File: config.mk
export PLATFORM = sky130hd
export DESIGN_NAME = rgb_to_hsv_pixel
export DESIGN_NICKNAME = d
export VERILOG_FILES = /design/src/hw/rtl/rhsv_pkg.sv /design/src/hw/rtl/rhsv_front.sv /design/src/hw/rtl/rhsv_div_cell.sv /design/src/hw/rtl/rgb_to_hsv_pixel.sv
export SDC_FILE = /design/constraint.sdc
export NUM_CORES = 2
export LEC_CHECK = 0
export ABC_AREA = 1
export BUFFER_PORTS_ARGS = -buffer_cell sky130_fd_sc_hd__buf_2
export CAP_MARGIN = 20
export CORE_ASPECT_RATIO = 0.7
export CORE_MARGIN = 4
export CORE_UTILIZATION = 36
export CTS_CLUSTER_SIZE = 40
export DETAILED_ROUTE_END_ITERATION = 6
export PLACE_DENSITY = 0.56
export SYNTH_ARGS = -nofsm -noshare
export SYNTH_HDL_FRONTEND = slang
export SYNTH_SLANG_ARGS = --single-unit
export TNS_END_PERCENT = 1
File: constraint.sdc
create_clock -name clk -period 59.7 [get_ports clk]
set_input_delay 11.94 -clock clk [delete_from_list [all_inputs] [get_ports clk]]
set_output_delay 11.94 -clock clk [all_outputs]
set_load 0.02 [all_outputs]
File: src/hw/rtl/rhsv_pkg.sv
// ----------------------------------------------------------------------------
// rhsv_pkg
// Shared types and constants for the RGB to HSV converter.
// ----------------------------------------------------------------------------
package rhsv_pkg;

	localparam int unsigned CHAN_W = 8;
	localparam int unsigned QUO_W  = 16;
	localparam int unsigned REM_W  = 9;
	localparam int unsigned NCELLS = QUO_W;

	localparam logic [7:0] HUE_SECTOR = 8'd60;
	localparam logic [8:0] HUE_GREEN  = 9'd120;
	localparam logic [8:0] HUE_BLUE   = 9'd240;
	localparam logic [8:0] HUE_WRAP   = 9'd360;
	localparam logic [7:0] SAT_SCALE  = 8'd255;

	// one restoring-division lane
	typedef struct packed {
		logic [REM_W-1:0] rem;
		logic [REM_W-1:0] dvs;
		logic [QUO_W-1:0] low;
		logic [QUO_W-1:0] quo;
	} rhsv_lane_t;

	typedef struct packed {
		rhsv_lane_t        hue;
		rhsv_lane_t        sat;
		logic [CHAN_W-1:0] val;
	} rhsv_cell_t;

endpackage

File: src/hw/rtl/rhsv_front.sv
// ----------------------------------------------------------------------------
// rhsv_front
// Max/min/delta and hue numerator; loads both division lanes.
// ----------------------------------------------------------------------------
module rhsv_front (
	input  logic                clk,
	input  logic                arst_n,
	input  logic                en,
	input  logic                in_valid,
	input  logic [7:0]          red,
	input  logic [7:0]          green,
	input  logic [7:0]          blue,
	output logic                valid_s1,
	output rhsv_pkg::rhsv_cell_t cell_s1
);
	import rhsv_pkg::*;

	logic [7:0]         mx, mn, delta;
	logic signed [18:0] num;
	logic [16:0]        hnum;
	logic [15:0]        sprod;
	rhsv_cell_t         cell_d;

	always_comb begin
		mx = red;
		mn = red;
		if (green > mx) mx = green;
		if (blue > mx) mx = blue;
		if (green < mn) mn = green;
		if (blue < mn) mn = blue;
		delta = mx - mn;
		if (mx == red) begin
			num = $signed({1'b0, HUE_SECTOR}) * ($signed({11'b0, green}) - $signed({11'b0, blue}));
			if (num < 0) num = num + $signed({1'b0, HUE_WRAP}) * $signed({11'b0, delta});
		end else if (mx == green) begin
			num = $signed({1'b0, HUE_GREEN}) * $signed({11'b0, delta})
				+ $signed({1'b0, HUE_SECTOR}) * ($signed({11'b0, blue}) - $signed({11'b0, red}));
		end else begin
			num = $signed({1'b0, HUE_BLUE}) * $signed({11'b0, delta})
				+ $signed({1'b0, HUE_SECTOR}) * ($signed({11'b0, red}) - $signed({11'b0, green}));
		end
		hnum = num[16:0];
		sprod = {8'd0, delta} * {8'd0, SAT_SCALE};

		// zero divisor only occurs with zero dividend; divide by one instead
		cell_d.hue.rem = hnum[16:8];
		cell_d.hue.dvs = (delta == 8'd0) ? 9'd1 : {delta, 1'b0};
		cell_d.hue.low = {hnum[7:0], 8'd0};
		cell_d.hue.quo = '0;
		cell_d.sat.rem = {1'b0, sprod[15:8]};
		cell_d.sat.dvs = (mx == 8'd0) ? 9'd1 : {1'b0, mx};
		cell_d.sat.low = {sprod[7:0], 8'd0};
		cell_d.sat.quo = '0;
		cell_d.val     = mx;
	end

	always_ff @(posedge clk or negedge arst_n) begin
		if (!arst_n) begin
			valid_s1 <= 1'b0;
		end else if (en) begin
			valid_s1 <= in_valid;
		end
	end

	always_ff @(posedge clk) begin
		if (en) begin
			cell_s1 <= cell_d;
		end
	end

endmodule

File: src/hw/rtl/rhsv_div_cell.sv
// ----------------------------------------------------------------------------
// rhsv_div_cell
// One quotient bit for both lanes, registered toward the next cell.
// ----------------------------------------------------------------------------
module rhsv_div_cell (
	input  logic                 clk,
	input  logic                 arst_n,
	input  logic                 en,
	input  logic                 valid_in,
	input  rhsv_pkg::rhsv_cell_t cell_in,
	output logic                 valid_q,
	output rhsv_pkg::rhsv_cell_t cell_q
);
	import rhsv_pkg::*;

	function automatic rhsv_lane_t step(input rhsv_lane_t l);
		logic [REM_W:0] t;
		rhsv_lane_t     o;
		t = {l.rem, l.low[QUO_W-1]};
		o = l;
		o.low = {l.low[QUO_W-2:0], 1'b0};
		if (t >= {1'b0, l.dvs}) begin
			o.rem = REM_W'(t - {1'b0, l.dvs});
			o.quo = {l.quo[QUO_W-2:0], 1'b1};
		end else begin
			o.rem = t[REM_W-1:0];
			o.quo = {l.quo[QUO_W-2:0], 1'b0};
		end
		return o;
	endfunction

	rhsv_cell_t cell_d;

	always_comb begin
		cell_d     = cell_in;
		cell_d.hue = step(cell_in.hue);
		cell_d.sat = step(cell_in.sat);
	end

	always_ff @(posedge clk or negedge arst_n) begin
		if (!arst_n) begin
			valid_q <= 1'b0;
		end else if (en) begin
			valid_q <= valid_in;
		end
	end

	always_ff @(posedge clk) begin
		if (en) begin
			cell_q <= cell_d;
		end
	end

endmodule

File: src/hw/rtl/rgb_to_hsv_pixel.sv
// Stages: 1 front stage, then 16 divider cells that each resolve one quotient bit
// of hue and saturation. Throughput: one pixel per cycle unless backpressure stalls.
// Backpressure stalls the whole chain; input is taken while the output holds a result
// only if the chain can advance.
// Reset: asynchronous, clears all valid bits; payload registers are not reset.
// ----------------------------------------------------------------------------
// rgb_to_hsv_pixel
// 8-bit RGB to HSV with halved hue, fixed point with 8 fractional bits.
// ----------------------------------------------------------------------------
module rgb_to_hsv_pixel (
	input  logic        clk,
	input  logic        arst_n,
	input  logic        s_tvalid,
	output logic        s_tready,
	input  logic [23:0] s_tdata,  // red[7:0], green[15:8], blue[23:16]
	output logic        m_tvalid,
	input  logic        m_tready,
	output logic [39:0] m_tdata   // hue_half[15:0], saturation[31:16], brightness[39:32]
);
	import rhsv_pkg::*;

	logic       en;
	logic       vld [NCELLS+1];
	rhsv_cell_t cel [NCELLS+1];

	assign en       = !m_tvalid || m_tready;
	assign s_tready = en;

	rhsv_front u_front (
		.clk(clk), .arst_n(arst_n), .en(en), .in_valid(s_tvalid),
		.red(s_tdata[7:0]), .green(s_tdata[15:8]), .blue(s_tdata[23:16]),
		.valid_s1(vld[0]), .cell_s1(cel[0])
	);

	for (genvar i = 0; i < NCELLS; i++) begin : g_cell
		rhsv_div_cell u_cell (
			.clk(clk), .arst_n(arst_n), .en(en),
			.valid_in(vld[i]), .cell_in(cel[i]),
			.valid_q(vld[i+1]), .cell_q(cel[i+1])
		);
	end

	assign m_tvalid = vld[NCELLS];
	assign m_tdata  = {cel[NCELLS].val, cel[NCELLS].sat.quo, cel[NCELLS].hue.quo};

	// stalled result must hold
	a_hold: assert property (@(posedge clk) disable iff (!arst_n)
		m_tvalid && !m_tready |=> m_tvalid && $stable(m_tdata))
		else $error("result changed while stalled");
	// remainders stay below divisor at the output
	a_rem: assert property (@(posedge clk) disable iff (!arst_n)
		m_tvalid |-> cel[NCELLS].hue.rem < cel[NCELLS].hue.dvs
			&& cel[NCELLS].sat.rem < cel[NCELLS].sat.dvs)
		else $error("division remainder out of range");
	// halved hue below 180, i.e. hue below 360 degrees
	a_hue: assert property (@(posedge clk) disable iff (!arst_n)
		m_tvalid |-> m_tdata[15:0] < 16'd46080)
		else $error("hue out of range");

endmodule
* Word level (Yosys, flattened, before mapping)
Index checks and enable logic that the tools add are counted.
** Word-level totals
- Output and inout bits :: 42
- Register bits after elaboration :: 1072
- Logic and storage cells :: 319
- Bits of input ports :: 28
** Operators by class
- Add/subtract/negate cells :: 37
- Equality and inequality tests :: 2
- Reduce and logical (&&, ||, !) cells :: 4
- Order comparisons :: 37
- Multiplexer cells :: 70
- Multipliers :: 7
** Operator list (number)
- 10-bit by 9-bit greater-or-equal comparator with 1-bit output :: 31
- 9-bit two-way mux :: 30
- 9-bit subtractor :: 30
- 17-bit two-way mux :: 3
- 5-bit by 19-bit multiplier with 15-bit output, first input constant :: 2
- 17-bit adder :: 2
- 1-bit two-way mux :: 33
- 8-bit two-way mux :: 4
- 8-bit by 8-bit subtractor with 9-bit output :: 3
- 4-bit by 8-bit multiplier with 12-bit output, first input constant :: 2
- 16-bit by 17-bit adder with 17-bit output :: 1
- 8-bit equality test :: 2
- 8-bit greater-than comparator :: 2
- 8-bit logical NOT :: 2
- 16-bit by 1-bit less-than comparator with 1-bit output, second input constant :: 1
- 8-bit less-than comparator :: 2
- 8-bit by 8-bit multiplier with 16-bit output, second input constant :: 1
- 5-bit by 9-bit multiplier with 14-bit output, first input constant :: 1
- 6-bit by 8-bit multiplier with 14-bit output, first input constant :: 1
- 9-bit greater-or-equal comparator :: 1
- 8-bit subtractor :: 1
- 1-bit logical NOT :: 1
- 1-bit logical OR :: 1

* Depth between registers and ports, before layout
- Depth after elaboration :: 9
- Gate-level depth with buffers :: 57
- Gate-level depth less buffers :: 56

* Cells and area by module
From an unflattened synthesis, not the netlist that was laid out.
** Unflattened totals
- Cell total of the unflattened synthesis :: 7415
- Area total of the unflattened synthesis :: 85577.1 um^2
** By module, submodules not included
- rhsv_div_cell :: cells an instance 363, instances 16, area each 4556.9 um^2, seq. area each 3208.1 um^2
- rhsv_front :: cells an instance 1605, instances 1, area each 12659.6 um^2, seq. area each 1706.6 um^2
- rgb_to_hsv_pixel :: cells an instance 2, instances 1, area each 7.5 um^2, seq. area each 0.0 um^2

* Worst setup path after synthesis
OpenSTA, ideal clock, no wires.
- Path kind :: input to output
- Start point :: in m_tready
- End point :: out s_tready
- Path slack :: 7.664 ns
- Cell stages on the path :: 3
- Arrival time :: 40.096 ns
- Required time :: 47.760 ns
- Buffers on the path :: 1
- Cells stage by stage :: inv_1 nand2_1 clkbuf_1
** On the way
- Longest elaborated chain between the ends :: 1
** Ends and longest elaborated chain
- from (decl) :: line rgb_to_hsv_pixel.sv:17 : input logic m_tready,
- 1-bit logical OR :: line rgb_to_hsv_pixel.sv:26 : assign en = !m_tvalid || m_tready;
- to (decl) :: line rgb_to_hsv_pixel.sv:14 : output logic s_tready,
No other way between the ends.

* Worst setup path after layout
Same ends and word-level chain as after synthesis.

==> results.json <==
{
  "syn_nets": 5583,
  "fp.coreArea_um2": 153000,
  "drt-total-wl_mm": 102,
  "avgSynthCellArea_um2": 11.3,
  "crit_required_ns": 47.76,
  "grt_pass1_vias": 32300,
  "tns_ns": 0,
  "synth_area_um2": 55800,
  "yosysUniqueCellTypes": 51,
  "first_pass_iters": 5,
  "critical_path.cell_chain": "buf_2 > inv_1 > nand2_4 > buf_2",
  "cts.htree.levels": 3,
  "period_share": 0.412,
  "clk-insertion-delay-late_ns": 0.70,
  "cp_slowest_cell": "nand2_4",
  "gr-total-overflow": 0,
  "crit_fanout": 29,
  "layout_min_cycle_time_ns": 24.62,
  "die_x_um": 479,
  "grt_max_degree": 187,
  "cts_buffer_depth": 3,
  "tightest_slew_ns": 1.10,
  "nets": 5695,
  "hold_path.class": "register to register",
  "routed-via-count": 33200,
  "rrSetupSlack_ns": 54.36,
  "synthesis.instances": 4948,
  "dp_hpwl_mm": 75.5,
  "fmax_ghz": 0.0406,
  "die_h_um": 337,
  "wl_per_cell_um": 14.1,
  "critPathBufInv": 3,
  "io_pins": 70,
  "drt-initial-drc-count": 2136,
  "vias_per_cell": 4.60,
  "die_area_um2": 161000,
  "cts.sinks": 1041,
  "drv_slew": 0,
  "cts_root_buf": "clkbuf_16",
  "grt_pass1_wl_mm": 169,
  "yosysWarnings": 0,
  "cts_hold_buf": 0,
  "grtUsageTotal": 0.127,
  "ctsResizeCount": 0,
  "yosys_register_bits": 1041,
  "status": "finished, final reports clean",
  "hold_viol_final": 0,
  "start_kind": "input port",
  "antenna_found_initial": 6,
  "maxSlewHeadroom": 0.267,
  "place_congestion": 0.875,
  "crit_path_end_kind": "output pin",
  "rsz0062_at_grt": "no",
  "arrival_ns": 12.68,
  "finalSetupViolations": 0,
  "n_antenna_cell": 0,
  "slowest_delay_ns": 0.34,
  "cp_common_cell": "buf_2",
  "cts.reportedPaths.clkPinSlew_ns": 0.06,
  "rows": 120,
  "ant_nets": 0,
  "start_util": 0.364,
  "cap_violations": 0,
  "clock_skew_ns": 0.0442,
  "cts_tree": "built",
  "worstSetupPathType": "input port to output pin",
  "ys_seq_area_frac": 0.559,
  "final_common_cell": "edfxtp_1",
  "port_buffers": 69,
  "cp_top_family": "buffers and inverters",
  "final_cell_mix": "1024 x edfxtp_1, 829 x inv_1, 735 x nand2_1",
  "cts_setup_buffers": 0,
  "synthToLayoutAreaGrowth_pct": 10.9,
  "drc_errors": 0,
  "cts_buffers": 106,
  "drive_gt1_frac": 0.0604
}
[synth_stat cells, drive strengths merged]
library cell / n / area (µm²)
or2: 11 / 68.8
a41o: 5 / 50.1
nand3b: 5 / 37.5
a21o: 8 / 60.1
xor2: 202 / 1780
nor3b: 2 / 15.0
a21boi: 1 / 7.51
mux2i: 2 / 20.0
a21oi: 335 / 1680
a31oi: 8 / 50.1
o21bai: 19 / 143
nand2: 767 / 2980
o311ai: 1 / 8.76
inv: 832 / 3120
nor2: 275 / 1060
ha: 488 / 6110
o31ai: 16 / 120
a2111oi: 1 / 8.76
clkbuf: 36 / 135
and2: 1 / 6.26
o21ai: 326 / 1650
nor3: 44 / 220
dfrtp: 17 / 425
nor4: 2 / 12.5
nand3: 120 / 633
a211oi: 24 / 180
xnor2: 101 / 885
a31o: 2 / 17.5
nand4: 40 / 265
edfxtp: 1024 / 30700
mux2: 16 / 180
buf: 48 / 364
fa: 119 / 2380
o41ai: 1 / 8.76
o211ai: 26 / 195
o21a: 23 / 173
[worst paths after layout]
check / startpoint / endpoint / cells past startpoint
max reg2reg: g_cell[15].u_cell.valid_q$_DFFE_PN0P_ / g_cell[15].u_cell.cell_q[64]$_DFFE_PP_ / 6
min in group asynchronous: arst_n / u_front.valid_s1$_DFFE_PN0P_ / 1
min: g_cell[2].u_cell.cell_q[35]$_DFFE_PP_ / g_cell[3].u_cell.cell_q[36]$_DFFE_PP_ / 0
max in group asynchronous: arst_n / g_cell[14].u_cell.valid_q$_DFFE_PN0P_ / 1
min reg2reg: g_cell[2].u_cell.cell_q[35]$_DFFE_PP_ / g_cell[3].u_cell.cell_q[36]$_DFFE_PP_ / 0
max: m_tready / s_tready / 4
[sequential cells by signal, indices dropped and copies added (netlist names)]
signal	flops
g_cell.u_cell.cell_q	968
u_front.cell_s1	56
g_cell.u_cell.valid_q	16
u_front.valid_s1	1
[cell type report]
class / instances / area (µm²)
Clock inverter: 51 / 527
Timing Repair Buffer: 88 / 518
Inverter: 832 / 3120
Fill cell: 14700 / 91600
Multi-Input combinational cell: 2991 / 21000
Clock buffer: 142 / 2950
Sequential cell: 1041 / 31200
Tap cell: 2074 / 2590
[logic make-up after synthesis]
group           count (synthesis)  synth area share
compound gates                796            0.0781
flops                        1041             0.559
buf+inv                       916            0.0649
fa+ha+maj                     607             0.152
mux                            18           0.00359
xor+xnor                      303            0.0477
simple gates                 1267            0.0949
[through the flow]
| step | util | worst slack (ns) | hold slack (ns) | instances | cell area, µm² |
|---|---|---|---|---|---|
| after global routing | 0.403 | 35.01 | 0.393 | 7219 | 61900 |
| after detailed placement | 0.381 | 35.05 | 0.405 | 7025 | 58400 |
| after CTS | 0.403 | 35.05 | 0.372 | 7218 | 61900 |
| after global placement | 0.381 | 35.03 | 0.400 | 7024 | 58400 |
| after floorplan | - | 7.66 | 0.400 | 4948 | 55800 |
| final | 0.403 | 35.08 | 0.379 | 7219 | 61900 |
[routing by layer]
metal	global-route usage	wire, µm	part of all wire
met1	0.188	52100	0.51
met3	0.0223	4210	0.041
met4	0.0303	2090	0.021
met5	0	0	0
met2	0.193	43100	0.42
Power is left out: the tool's default activity adds up to more than one toggle a clock period on the data nets, which glitch-free logic cannot reach.
